### config.mk
export PLATFORM = sky130hd
export DESIGN_NAME = canopen_keypad_node
export DESIGN_NICKNAME = d
export VERILOG_FILES = /design/src/rtl/core/ckn_pkg.sv /design/src/rtl/core/ckn_engine.sv /design/src/rtl/core/canopen_keypad_node.sv
export SDC_FILE = /design/constraint.sdc
export NUM_CORES = 1
export LEC_CHECK = 0
export ABC_CLOCK_PERIOD_IN_PS = 19400
export BUFFER_PORTS_ARGS = -buffer_cell sky130_fd_sc_hd__buf_2
export CAP_MARGIN = 0
export CORE_UTILIZATION = 34
export CTS_BUF_LIST = sky130_fd_sc_hd__clkbuf_4 sky130_fd_sc_hd__clkbuf_8 sky130_fd_sc_hd__clkbuf_16
export CTS_CLUSTER_SIZE = 8
export DETAILED_ROUTE_END_ITERATION = 10
export GPL_ROUTABILITY_DRIVEN = 0
export PLACE_DENSITY = 0.51
export SETUP_SLACK_MARGIN = 0.2
export SYNTH_ARGS = -nofsm -noshare
export SYNTH_HDL_FRONTEND = slang
export SYNTH_HIERARCHICAL = 1
export SYNTH_SLANG_ARGS = --single-unit
### constraint.sdc
create_clock -name clk -period 19.4 [get_ports clk]
set_clock_uncertainty 0.05 [all_clocks]
set_input_delay 2.91 -clock clk [delete_from_list [all_inputs] [get_ports clk]]
set_output_delay 2.91 -clock clk [all_outputs]
set_load 0.005 [all_outputs]
### src/rtl/core/ckn_pkg.sv
package ckn_pkg;

  localparam int unsigned CKN_ADDR_W = 5;
  localparam int unsigned CKN_LED_W  = 45;
  localparam int unsigned CKN_BTN_W  = 15;

  // Register map, word index = paddr[4:2]
  typedef enum logic [2:0] {
    REG_NODE_ID     = 3'd0,
    REG_VENDOR_ID   = 3'd1,
    REG_PRODUCT     = 3'd2,
    REG_REVISION    = 3'd3,
    REG_SERIAL      = 3'd4,
    REG_BUTTON_COB  = 3'd5
  } ckn_reg_t;

  // Register reset values
  localparam logic [6:0]  RST_NODE_ID    = 7'd12;
  localparam logic [31:0] RST_VENDOR_ID  = 32'd775;
  localparam logic [31:0] RST_PRODUCT    = 32'd13131;
  localparam logic [31:0] RST_REVISION   = 32'd0;
  localparam logic [31:0] RST_SERIAL     = 32'hFFFF_FFFE;
  localparam logic [10:0] RST_BUTTON_COB = 11'd396;

  // Node state reset values
  localparam logic [7:0]  RST_LED_LEVEL  = 8'h7F;
  localparam logic [7:0]  RST_BACKLIGHT  = 8'h7F;
  localparam logic [15:0] RST_BTN_PERIOD = 16'd200;
  localparam logic [15:0] RST_HB_PERIOD  = 16'd150;

  // Function code bases
  localparam logic [10:0] ID_SDO_RX = 11'h600;
  localparam logic [10:0] ID_SDO_TX = 11'h580;
  localparam logic [10:0] ID_PDO1   = 11'h180;
  localparam logic [10:0] ID_HBEAT  = 11'h700;

  // Object dictionary indexes
  localparam logic [15:0] OD_HB_TIME   = 16'h1017;
  localparam logic [15:0] OD_IDENTITY  = 16'h1018;
  localparam logic [15:0] OD_TPDO1     = 16'h1800;
  localparam logic [15:0] OD_LED_OUT   = 16'h6200;
  localparam logic [15:0] OD_LED_LEVEL = 16'h6411;

  // SDO command codes (high nibble of request, full byte of reply)
  localparam logic [3:0] SDO_REQ_WRITE = 4'h2;
  localparam logic [3:0] SDO_REQ_READ  = 4'h4;
  localparam logic [7:0] SDO_RSP_R1    = 8'h4F;
  localparam logic [7:0] SDO_RSP_R4    = 8'h43;
  localparam logic [7:0] SDO_RSP_WACK  = 8'h60;

  localparam logic [7:0] HB_OPERATIONAL = 8'h05;

  typedef struct packed {
    logic                 action;
    logic                 on_keypad_bus;
    logic [10:0]          rx_id;
    logic [63:0]          rx_payload;
    logic [CKN_BTN_W-1:0] buttons_pressed;
  } ckn_in_t;

  typedef struct packed {
    logic                 has_frame;
    logic [10:0]          tx_id;
    logic [3:0]           tx_length;
    logic [63:0]          tx_payload;
    logic                 last;
    logic [CKN_LED_W-1:0] led_states;
    logic [7:0]           led_level;
    logic [7:0]           backlight_level;
  } ckn_out_t;

  typedef struct packed {
    logic [6:0]  node_id;
    logic [31:0] vendor_id;
    logic [31:0] product_code;
    logic [31:0] revision_number;
    logic [31:0] serial_number;
    logic [10:0] button_cob_id;
  } ckn_cfg_t;

  function automatic logic [63:0] sdo_frame(logic [7:0] cmd, logic [15:0] idx,
                                            logic [7:0] sub, logic [31:0] data);
    return {data, sub, idx, cmd};
  endfunction

endpackage

### src/rtl/core/ckn_engine.sv
module ckn_engine (
  input  logic              clk,
  input  logic              rst_n,
  input  ckn_pkg::ckn_cfg_t cfg,
  input  ckn_pkg::ckn_in_t  item,
  input  logic              commit,
  output ckn_pkg::ckn_out_t res0,
  output ckn_pkg::ckn_out_t res1,
  output logic [1:0]        nres
);
  import ckn_pkg::*;

  logic [CKN_LED_W-1:0] led_bits_r, led_bits_nxt;
  logic [7:0]           led_lvl_r, led_lvl_nxt;
  logic [7:0]           bkl_lvl_r, bkl_lvl_nxt;
  logic [15:0]          btn_period_r, btn_period_nxt;
  logic [15:0]          hb_period_r, hb_period_nxt;
  logic [15:0]          btn_timer_r, btn_timer_nxt;
  logic [15:0]          hb_timer_r, hb_timer_nxt;

  logic [63:0] p;
  logic [3:0]  cmd;
  logic [15:0] idx;
  logic [7:0]  sub;
  logic [7:0]  b4;
  logic [15:0] w16;
  logic        for_us;
  logic [15:0] btn_inc, hb_inc;
  logic        btn_fire, hb_fire;
  logic        sdo_tx;
  logic [63:0] sdo_pay;
  logic [47:0] led_wide;
  logic [10:0] id_sdo, id_btn, id_hb;
  ckn_out_t    f_btn, f_hb, f_sdo, f_none;

  assign p      = item.rx_payload;
  assign cmd    = p[7:4];
  assign idx    = p[23:8];
  assign sub    = p[31:24];
  assign b4     = p[39:32];
  assign w16    = p[47:32];
  assign id_sdo = ID_SDO_TX + {4'd0, cfg.node_id};
  assign id_btn = ID_PDO1 + {4'd0, cfg.node_id};
  assign id_hb  = ID_HBEAT + {4'd0, cfg.node_id};
  assign for_us = !item.action && item.on_keypad_bus &&
                  (item.rx_id == ID_SDO_RX + {4'd0, cfg.node_id});

  assign btn_inc  = btn_timer_r + 16'd1;
  assign hb_inc   = hb_timer_r + 16'd1;
  assign btn_fire = item.action && (btn_inc >= btn_period_r);
  assign hb_fire  = item.action && (hb_inc >= hb_period_r);

  always_comb begin
    led_bits_nxt   = led_bits_r;
    led_lvl_nxt    = led_lvl_r;
    bkl_lvl_nxt    = bkl_lvl_r;
    btn_period_nxt = btn_period_r;
    hb_period_nxt  = hb_period_r;
    btn_timer_nxt  = btn_timer_r;
    hb_timer_nxt   = hb_timer_r;
    sdo_tx         = 1'b0;
    sdo_pay        = '0;
    led_wide       = {3'b000, led_bits_r};

    if (item.action) begin
      btn_timer_nxt = btn_fire ? 16'd0 : btn_inc;
      hb_timer_nxt  = hb_fire ? 16'd0 : hb_inc;
    end else if (for_us && cmd == SDO_REQ_WRITE) begin
      sdo_pay = sdo_frame(SDO_RSP_WACK, idx, sub, 32'd0);
      if (idx == OD_HB_TIME && sub == 8'd0) begin
        hb_period_nxt = w16;
        sdo_tx        = 1'b1;
      end else if (idx == OD_TPDO1 && sub == 8'd5) begin
        btn_period_nxt = w16;
        sdo_tx         = 1'b1;
      end else if (idx == OD_LED_OUT && sub >= 8'd1 && sub <= 8'd8) begin
        // subs 7 and 8 are acked but write no LED bits
        for (int i = 0; i < 6; i++) begin
          if (sub == 8'(i + 1)) led_wide[i*8 +: 8] = b4;
        end
        led_bits_nxt = led_wide[CKN_LED_W-1:0];
        sdo_tx       = 1'b1;
      end else if (idx == OD_LED_LEVEL && sub == 8'd1) begin
        led_lvl_nxt = b4;
        sdo_tx      = 1'b1;
      end else if (idx == OD_LED_LEVEL && sub == 8'd2) begin
        bkl_lvl_nxt = b4;
        sdo_tx      = 1'b1;
      end
    end else if (for_us && cmd == SDO_REQ_READ) begin
      if (idx == OD_IDENTITY) begin
        sdo_tx = 1'b1;
        unique case (sub)
          8'd0:    sdo_pay = sdo_frame(SDO_RSP_R1, idx, 8'd0, 32'd4);
          8'd1:    sdo_pay = sdo_frame(SDO_RSP_R4, idx, sub, cfg.vendor_id);
          8'd2:    sdo_pay = sdo_frame(SDO_RSP_R4, idx, sub, cfg.product_code);
          8'd3:    sdo_pay = sdo_frame(SDO_RSP_R4, idx, sub, cfg.revision_number);
          8'd4:    sdo_pay = sdo_frame(SDO_RSP_R4, idx, sub, cfg.serial_number);
          default: sdo_tx  = 1'b0;
        endcase
      end else if (idx == OD_TPDO1 && sub == 8'd1) begin
        sdo_tx  = 1'b1;
        sdo_pay = sdo_frame(SDO_RSP_R4, idx, sub,
                            {8'h40, 8'h00, 5'd0, cfg.button_cob_id});
      end
    end
  end

  // Frame candidates; status fields reflect state after this word
  always_comb begin
    f_none                 = '0;
    f_none.led_states      = led_bits_nxt;
    f_none.led_level       = led_lvl_nxt;
    f_none.backlight_level = bkl_lvl_nxt;

    f_btn            = f_none;
    f_btn.has_frame  = 1'b1;
    f_btn.tx_id      = id_btn;
    f_btn.tx_length  = 4'd3;
    f_btn.tx_payload = {49'd0, item.buttons_pressed};

    f_hb            = f_none;
    f_hb.has_frame  = 1'b1;
    f_hb.tx_id      = id_hb;
    f_hb.tx_length  = 4'd1;
    f_hb.tx_payload = {56'd0, HB_OPERATIONAL};

    f_sdo            = f_none;
    f_sdo.has_frame  = 1'b1;
    f_sdo.tx_id      = id_sdo;
    f_sdo.tx_length  = 4'd8;
    f_sdo.tx_payload = sdo_pay;

    f_none.last = 1'b1;
    f_btn.last  = !hb_fire;
    f_hb.last   = 1'b1;
    f_sdo.last  = 1'b1;

    res1 = f_hb;
    nres = 2'd1;
    if (btn_fire) begin
      res0 = f_btn;
      nres = hb_fire ? 2'd2 : 2'd1;
    end else if (hb_fire) begin
      res0 = f_hb;
    end else if (sdo_tx) begin
      res0 = f_sdo;
    end else begin
      res0 = f_none;
    end
  end

  always_ff @(posedge clk) begin
    if (!rst_n) begin
      led_bits_r   <= '0;
      led_lvl_r    <= RST_LED_LEVEL;
      bkl_lvl_r    <= RST_BACKLIGHT;
      btn_period_r <= RST_BTN_PERIOD;
      hb_period_r  <= RST_HB_PERIOD;
      btn_timer_r  <= '0;
      hb_timer_r   <= '0;
    end else if (commit) begin
      led_bits_r   <= led_bits_nxt;
      led_lvl_r    <= led_lvl_nxt;
      bkl_lvl_r    <= bkl_lvl_nxt;
      btn_period_r <= btn_period_nxt;
      hb_period_r  <= hb_period_nxt;
      btn_timer_r  <= btn_timer_nxt;
      hb_timer_r   <= hb_timer_nxt;
    end
  end

endmodule

### src/rtl/core/canopen_keypad_node.sv
// CANopen keypad node: expedited SDO server plus periodic button and
// heartbeat frames.
// in_*  : one word per received CAN frame (action 0) or 1 ms tick (action 1).
//         Only keypad-bus frames addressed to 0x600+node_id are served.
// out_* : one or two words per input word. last marks the final word of an
//         input; has_frame 0 means nothing to transmit (status only).
//         Every word carries the LED bits and brightnesses after the input.
// psel/penable/pwrite/paddr/pwdata/prdata/pready: APB register port,
//         registers at 4*i (node_id, identity 1..4, button COB-ID).
//         Write only while idle; pready is tied high.
// Datapath: input register, then one pass of decode logic into a two-entry
//   output queue; out_valid is set once the queue holds a word.
// Throughput: one input word per cycle while the queue has room; a tick
//   firing both timers fills both queue entries with two output words.
// A stalled receiver fills the queue; the input register then holds its
//   word and in_ready drops until enough room is free.
// Reset (rst_n, sync, active low): registers and node state to defaults,
//   queue empty, timers zero.
module canopen_keypad_node (
  input  logic                               clk,
  input  logic                               rst_n,
  input  logic                               in_valid,
  output logic                               in_ready,
  input  ckn_pkg::ckn_in_t                   in_data,
  output logic                               out_valid,
  input  logic                               out_ready,
  output ckn_pkg::ckn_out_t                  out_data,
  input  logic                               psel,
  input  logic                               penable,
  input  logic                               pwrite,
  input  logic [ckn_pkg::CKN_ADDR_W-1:0]     paddr,
  input  logic [31:0]                        pwdata,
  output logic [31:0]                        prdata,
  output logic                               pready
);
  import ckn_pkg::*;

  // register file
  ckn_cfg_t cfg_r;
  ckn_reg_t reg_sel;
  logic     reg_wr;

  assign pready  = 1'b1;
  assign reg_sel = ckn_reg_t'(paddr[CKN_ADDR_W-1:2]);
  assign reg_wr  = psel && penable && pwrite && pready;

  always_ff @(posedge clk) begin
    if (!rst_n) begin
      cfg_r.node_id         <= RST_NODE_ID;
      cfg_r.vendor_id       <= RST_VENDOR_ID;
      cfg_r.product_code    <= RST_PRODUCT;
      cfg_r.revision_number <= RST_REVISION;
      cfg_r.serial_number   <= RST_SERIAL;
      cfg_r.button_cob_id   <= RST_BUTTON_COB;
    end else if (reg_wr) begin
      unique case (reg_sel)
        REG_NODE_ID:    cfg_r.node_id         <= pwdata[6:0];
        REG_VENDOR_ID:  cfg_r.vendor_id       <= pwdata;
        REG_PRODUCT:    cfg_r.product_code    <= pwdata;
        REG_REVISION:   cfg_r.revision_number <= pwdata;
        REG_SERIAL:     cfg_r.serial_number   <= pwdata;
        REG_BUTTON_COB: cfg_r.button_cob_id   <= pwdata[10:0];
        default: ;
      endcase
    end
  end

  always_comb begin
    unique case (reg_sel)
      REG_NODE_ID:    prdata = {25'd0, cfg_r.node_id};
      REG_VENDOR_ID:  prdata = cfg_r.vendor_id;
      REG_PRODUCT:    prdata = cfg_r.product_code;
      REG_REVISION:   prdata = cfg_r.revision_number;
      REG_SERIAL:     prdata = cfg_r.serial_number;
      REG_BUTTON_COB: prdata = {21'd0, cfg_r.button_cob_id};
      default:        prdata = '0;
    endcase
  end

  // input register
  logic     s1_valid_r;
  ckn_in_t  s1_data_r;
  logic     advance;

  // output queue, two entries
  ckn_out_t   q_r [2];
  logic       q_rptr_r, q_wptr_r;
  logic [1:0] q_cnt_r, q_cnt_nxt;
  logic [1:0] q_free;
  logic       pop;

  ckn_out_t   res0, res1;
  logic [1:0] nres;

  ckn_engine u_engine (
    .clk    (clk),
    .rst_n  (rst_n),
    .cfg    (cfg_r),
    .item   (s1_data_r),
    .commit (advance),
    .res0   (res0),
    .res1   (res1),
    .nres   (nres)
  );

  assign pop       = out_valid && out_ready;
  assign q_free    = 2'd2 - q_cnt_r + {1'b0, pop};
  assign advance   = s1_valid_r && (nres <= q_free);
  assign in_ready  = !s1_valid_r || advance;
  assign out_valid = (q_cnt_r != 2'd0);
  assign out_data  = q_r[q_rptr_r];
  assign q_cnt_nxt = q_cnt_r - {1'b0, pop} + (advance ? nres : 2'd0);

  always_ff @(posedge clk) begin
    if (!rst_n) begin
      s1_valid_r <= 1'b0;
    end else if (in_ready) begin
      s1_valid_r <= in_valid;
    end
  end

  always_ff @(posedge clk) begin
    if (in_ready && in_valid) begin
      s1_data_r <= in_data;
    end
  end

  always_ff @(posedge clk) begin
    if (!rst_n) begin
      q_rptr_r <= 1'b0;
      q_wptr_r <= 1'b0;
      q_cnt_r  <= 2'd0;
    end else begin
      q_cnt_r <= q_cnt_nxt;
      if (pop) begin
        q_rptr_r <= !q_rptr_r;
      end
      if (advance) begin
        q_wptr_r <= q_wptr_r ^ nres[0];
      end
    end
  end

  always_ff @(posedge clk) begin
    if (advance) begin
      q_r[q_wptr_r] <= res0;
      if (nres == 2'd2) begin
        q_r[!q_wptr_r] <= res1;
      end
    end
  end

endmodule
* Word-level counts from Yosys, hierarchy flattened
Memories as Yosys holds them, arrays and structs flattened. A register that Yosys moved wholly into a read port is not among the register bits. Index checks and enable logic that the tools add are counted.
Word-level totals: register bits 352, bits in writable memories 284, input bits 136, logic and storage cells 155, memories kept 1
Operators by class: $add $sub $neg 10, $lt $le $gt $ge 5, equal/unequal tests 20, multiplexer cells 57, bitwise gates (word level) 3, reductions and logical operators 37
Memory list:
- q_r | depth 2, width 142, rd ports 1, clocked after Yosys merged registers in 1, wr ports 2, line canopen_keypad_node.sv:86 | ckn_out_t q_r [2];
Operator list (count):
- $mux W142 | 3
- $pmux W64 S5 | 1
- $mux W64 | 4
- $mux W45 | 5
- $pmux W32 S6 | 1
- $mux W8 | 18
- $mux W63 | 1
- $eq A16 B13 Y1 const B | 3
- $add A16 B1 Y16 const B | 2
- $eq A16 B15 Y1 const B | 2
- $ge A16 B16 Y1 | 2
- $mux W16 | 2
- $eq A8 B3 Y1 const B | 3
- $logic_and A1 B1 Y1 | 18
- $mux W1 | 18
- $eq A8 B2 Y1 const B | 2
- $reduce_and A2 Y1 | 7
- $add A10 B8 Y11 const A | 1
- $add A11 B7 Y11 const A | 1
- $eq A11 B11 Y1 | 1
- $add A9 B7 Y10 const A | 1
- $add A9 B8 Y10 const A | 1
- $eq A8 B1 Y1 const B | 1
- $ge A8 B1 Y1 const B | 1
- other kinds (24) | 33

* Logic depth before layout (Yosys ltp)
depth after elaboration 12, depth in mapped cells 27

* Cells and area by module
The synthesis kept the hierarchy.
Modules (own cells, without submodules):
- canopen_keypad_node | times used 1, cells each 1677, area an instance 23383.7 um2
- ckn_engine | times used 1, cells each 1193, area an instance 9841.9 um2

* Worst setup path after synthesis
Ideal clock, no wire load.
kind in2reg, start point in out_ready, end point mem q_r[1][0] (netlist name) (enable), setup time 0.645 ns, arrival time 9.946 ns, data required time 18.705 ns, path slack 8.760 ns, stages 8, path through nand2_1 -> ha_1 -> xor2_1 -> ha_1 -> nor2b_4 -> o21ai_2 -> nand2_1 -> nor2_1
RTL lines:
- start, declared | line canopen_keypad_node.sv:26 | input logic out_ready,
- end, declared | line canopen_keypad_node.sv:86

* Final worst setup path
start point reg u_engine.btn_timer_r[4], end point out in_ready
On the way: cells in the longest elaborated chain, start to end 7
Ends and longest elaborated chain:
- start, declared | line ckn_engine.sv:18 | logic [15:0] btn_timer_r, btn_timer_nxt;
- start signal, assigned | line ckn_engine.sv:168 | btn_timer_r <= btn_timer_nxt;
- $add A16 B1 Y16 | line ckn_engine.sv:48 | assign btn_inc = btn_timer_r + 16'd1;
- $ge A16 B16 Y1 | line ckn_engine.sv:50 | assign btn_fire = item.action && (btn_inc >= btn_period_r);
- $logic_and A1 B1 Y1 | line ckn_engine.sv:50
- $mux W2 | line ckn_engine.sv:141 | if (btn_fire) begin
- net nres[0] | line canopen_keypad_node.sv:93 | logic [1:0] nres;
- $le A2 B2 Y1 | line canopen_keypad_node.sv:108 | assign advance = s1_valid_r && (nres <= q_free);
- $logic_and A1 B1 Y1 | line canopen_keypad_node.sv:108
- $logic_or A1 B1 Y1 | line canopen_keypad_node.sv:109 | assign in_ready = !s1_valid_r || advance;
- end, declared | line canopen_keypad_node.sv:23 | output logic in_ready,
The timed path passes the listed nets, and every way through them passes these cells.

==> report_table.html <==
<table>
<tr><th>Metric</th><th>Value</th></tr>
<tr><th colspan="2">Synth</th></tr>
<tr><td>Mapped cell area</td><td>32600 sq um</td></tr>
<tr><td>Avg Inst Size Synth</td><td>11.4 sq um</td></tr>
<tr><td>Gate count of the mapped netlist</td><td>2850</td></tr>
<tr><td>Yosys Warn Count</td><td>6</td></tr>
<tr><th colspan="2">Cells and area</th></tr>
<tr><td>Fraction of layout cells with a size suffix above 1</td><td>33.5%</td></tr>
<tr><td>Area added between synthesis and finish</td><td>13.8%</td></tr>
<tr><td>Fill cell count</td><td>9333</td></tr>
<tr><td>Register area</td><td>16200 sq um</td></tr>
<tr><td>Cell Count, Final, Fillers Out</td><td>4365</td></tr>
<tr><td>Area used by multi-input combinational logic</td><td>14400 sq um</td></tr>
<tr><td>Final Net Count</td><td>3199</td></tr>
<tr><th colspan="2">STA</th></tr>
<tr><td>Worst-Margin Slew</td><td>1.18 ns</td></tr>
<tr><td>Rel. slew slack</td><td>21.1%</td></tr>
<tr><td>Post-Route Setup TNS</td><td>0 ns</td></tr>
<tr><td>RSZ-0062 raised after global routing</td><td>no</td></tr>
<tr><td>Minimum clock period</td><td>8.57 ns</td></tr>
<tr><td>Count of pins over their slew limit</td><td>0</td></tr>
<tr><td>Period utilization</td><td>44.2%</td></tr>
<tr><td>Final-report hold violation count</td><td>0</td></tr>
<tr><td>Final setup fails</td><td>0</td></tr>
<tr><td>Maximum operating frequency</td><td>117 MHz</td></tr>
<tr><td>Crit path setup slack, layout</td><td>10.83 ns</td></tr>
<tr><th colspan="2">Power</th></tr>
<tr><td>Sequential Power Share</td><td>42.5%</td></tr>
<tr><td>Internal power component</td><td>2.74 mW</td></tr>
<tr><td>Clock power frac</td><td>42.6%</td></tr>
<tr><td>Switching portion of total power</td><td>26.5%</td></tr>
<tr><td>Logic pwr share</td><td>14.9%</td></tr>
<tr><td>Worst supply voltage drop on vdd</td><td>82.7 uV</td></tr>
<tr><td>Total power density per cell area</td><td>100 nW/um^2</td></tr>
<tr><td>Switching Power</td><td>984 uW</td></tr>
<tr><td>Standby leakage power</td><td>14.6 nW</td></tr>
<tr><th colspan="2">Clock network</th></tr>
<tr><td>Clock insertion delay at the later pin of the skew report</td><td>0.66 ns</td></tr>
<tr><td>Buffer type at the clock tree root</td><td>clkbuf_16</td></tr>
<tr><td>Reg clk slew, reported paths</td><td>0.05 ns</td></tr>
<tr><td>Hold bufs inserted after CTS</td><td>0</td></tr>
<tr><td>TritonCTS clock tree</td><td>built</td></tr>
<tr><td>Number of gates given a new drive strength after cts</td><td>0</td></tr>
<tr><td>Buffer count from post-CTS setup fixing</td><td>0</td></tr>
<tr><td>Total clock buffers created by CTS</td><td>90</td></tr>
<tr><td>TritonCTS Sinks</td><td>633</td></tr>
<tr><td>Count of H-tree levels built during CTS</td><td>3</td></tr>
<tr><td>Max Buffers Root-to-Sink</td><td>3</td></tr>
<tr><th colspan="2">Status</th></tr>
<tr><td>Outcome</td><td>finished clean</td></tr>
<tr><th colspan="2">Floorplan</th></tr>
<tr><td>Area of the core region</td><td>95000 sq um</td></tr>
<tr><td>Number of standard-cell rows in the floorplan</td><td>113</td></tr>
<tr><td>Starting Density</td><td>34.3%</td></tr>
<tr><td>Count of pins on the block boundary</td><td>313</td></tr>
<tr><td>Height of the chip</td><td>312 microns</td></tr>
<tr><td>Die area</td><td>97200 sq um</td></tr>
<tr><td>Die Span X</td><td>312 microns</td></tr>
<tr><th colspan="2">Global route</th></tr>
<tr><td>Maximum number of pins on one net before global-route repair</td><td>64</td></tr>
<tr><td>Wire length of the first global-routing pass</td><td>140000 microns</td></tr>
<tr><td>Gr usage total</td><td>18.9%</td></tr>
<tr><td>Number of antenna violations at the first check in global routing</td><td>17</td></tr>
<tr><td>Via count of the first global-routing pass</td><td>21.9k</td></tr>
<tr><td>Global route total overflow</td><td>0</td></tr>
<tr><th colspan="2">Detailed routing</th></tr>
<tr><td>Post-route DRC</td><td>0</td></tr>
<tr><td>Routed WL</td><td>93800 microns</td></tr>
<tr><td>Detailed-route via count</td><td>22.1k</td></tr>
<tr><td>DRT iter0 DRCs</td><td>1709</td></tr>
<tr><td>Iteration count of the initial detailed-routing pass</td><td>7</td></tr>
<tr><td>Average wire length per cell after detail routing</td><td>21.5 microns</td></tr>
<tr><td>Antenna Violating Nets Remaining</td><td>0</td></tr>
<tr><td>Avg Vias per Cell</td><td>5.07</td></tr>
<tr><th colspan="2">Place</th></tr>
<tr><td>Worst-case setup slack after placement</td><td>10.99 ns</td></tr>
<tr><td>Detailed Place HPWL</td><td>58800 microns</td></tr>
<tr><td>Total of buffers placed on input and output ports</td><td>289</td></tr>
<tr><td>Number of cells after detailed placement</td><td>4197</td></tr>
<tr><th colspan="2">Setup path</th></tr>
<tr><td>Slowest stage cell on the critical path</td><td>a2111oi_0</td></tr>
<tr><td>Critical Path Fanout Max</td><td>16</td></tr>
<tr><td>Arrival time at the worst endpoint</td><td>5.61 ns</td></tr>
<tr><td>Worst endpoint required time</td><td>16.44 ns</td></tr>
<tr><td>Largest stage delay on the critical path</td><td>0.51 ns</td></tr>
<tr><td>Type of element launching the critical path</td><td>flop</td></tr>
<tr><td>CP delay by family, top</td><td>simple AND/OR/NAND/NOR gates</td></tr>
<tr><td>WP buf/inv</td><td>4</td></tr>
<tr><td>Cells along the critical path</td><td>and3_1 -&gt; nand4_1 -&gt; or3_1 -&gt; xnor2_1 -&gt; ha_1 -&gt; nand4_1 -&gt; a2111oi_0 -&gt; a211o_1 -&gt; buf_4 -&gt; nand2_1 -&gt; inv_1 -&gt; nand2_1 -&gt; inv_1 -&gt; ha_1 -&gt; nand2_1 -&gt; o21a_1 -&gt; nand2_1 -&gt; buf_2</td></tr>
<tr><td>Endpoint kind of the worst setup timing path</td><td>primary output</td></tr>
<tr><td>Setup Crit Path Kind</td><td>reg2out</td></tr>
<tr><td>CP most frequent cell</td><td>nand2_1</td></tr>
<tr><th colspan="2">Run</th></tr>
<tr><td>Max-cap viol count</td><td>0</td></tr>
<tr><th colspan="2">Worst hold path</th></tr>
<tr><td>Class of the worst hold path</td><td>reg2reg</td></tr>
</table>
-- area by class of cell --
cell class	count	area share (%)
clock buffer	156	7.59
inverter	50	0.512
tap	1265	4.26
antenna	7	0.0472
sequential	633	43.7
multi-input combinational	1918	38.9
clock inverter	5	0.189
timing repair buffer	331	4.75
-- per-stage QoR --
step / hold WS (ns) / power [mW] / cell area, sq um / utilization (%)
global placement: 0.392 / 2.17 / 34200 / 36.0
detailed placement: 0.398 / 2.17 / 34200 / 36.0
finish: 0.405 / 3.72 / 37100 / 39.1
floorplan: 0.385 / 1.94 / 32900 / -
CTS: 0.408 / 3.78 / 37100 / 39.1
global route: 0.417 / 3.86 / 37100 / 39.1
-- state kept, by name, indices dropped and copies added (netlist names), 2 cells and up, named ones only --
signal,count
u_engine/bkl_lvl_r,8
q_r,284
s1_data_r,72
u_engine/led_lvl_r,8
cfg_r,146
q_cnt_r,2
u_engine/hb_period_r,16
u_engine/hb_timer_r,16
u_engine/led_bits_r,45
u_engine/btn_period_r,16
u_engine/btn_timer_r,16
-- worst reg2reg max path, delay by kind of cell, from the launching register on --
family	cells	cell delay, ns
buf+inv	5	2.30
simple gates	8	2.07
compound gates	3	0.98
fa+ha+maj	2	0.50
mux	1	0.44
flops	1	0.42
xor+xnor	1	0.16
-- layout by cell type (no fill, tap or decap), types with 12 or more instances in the layout --
master	count
a21oi_1	149
a222oi_1	16
a22oi_1	48
and2_1	14
and3_1	13
buf_2	288
buf_4	43
clkbuf_16	93
clkbuf_4	60
conb_1	83
dfxtp_1	276
edfxtp_1	356
ha_1	39
inv_1	47
mux2_2	405
mux2_4	80
mux2i_1	160
nand2_1	422
nand2b_1	12
nand3_1	90
nand4_1	14
nor2_1	90
nor3_1	12
o21ai_0	14
o22ai_1	47
or3_1	18
xnor2_1	28
-- per-layer routing --
metal  GRT usage [%]  part of all wire [%]  vias to the layer above
met2            29.0                    45                      677
met3            4.03                   6.3                      158
met5               0                  0.11                        -
met1            26.0                    46                    10800
met4            6.81                   2.7                       18
li1                -                     -                    10500
-- power by group through the flow --
stage | registers (mW) | logic, mW | clock network, mW
6_report | 1.58 | 0.552 | 1.59
4_1_cts | 1.58 | 0.567 | 1.63
2_1_floorplan | 1.61 | 0.334 | 0
3_3_place_gp | 1.61 | 0.565 | 0
5_1_grt | 1.59 | 0.597 | 1.68
3_5_place_dp | 1.61 | 0.564 | 0
-- worst paths after layout --
kind	slack [ns]	startpoint	cells past startpoint	to
worst max-delay path	10.83	u_engine/btn_timer_r[4]	18	in_ready
worst min-delay path	0.41	u_engine/led_bits_r[25]	2	u_engine/led_bits_r[25]
worst max register to register	12.21	u_engine/btn_timer_r[4]	20	q_r[1][111]
worst min register to register	0.41	u_engine/led_bits_r[25]	2	u_engine/led_bits_r[25]
No activity file was read; power rests on OpenSTA's default activity.
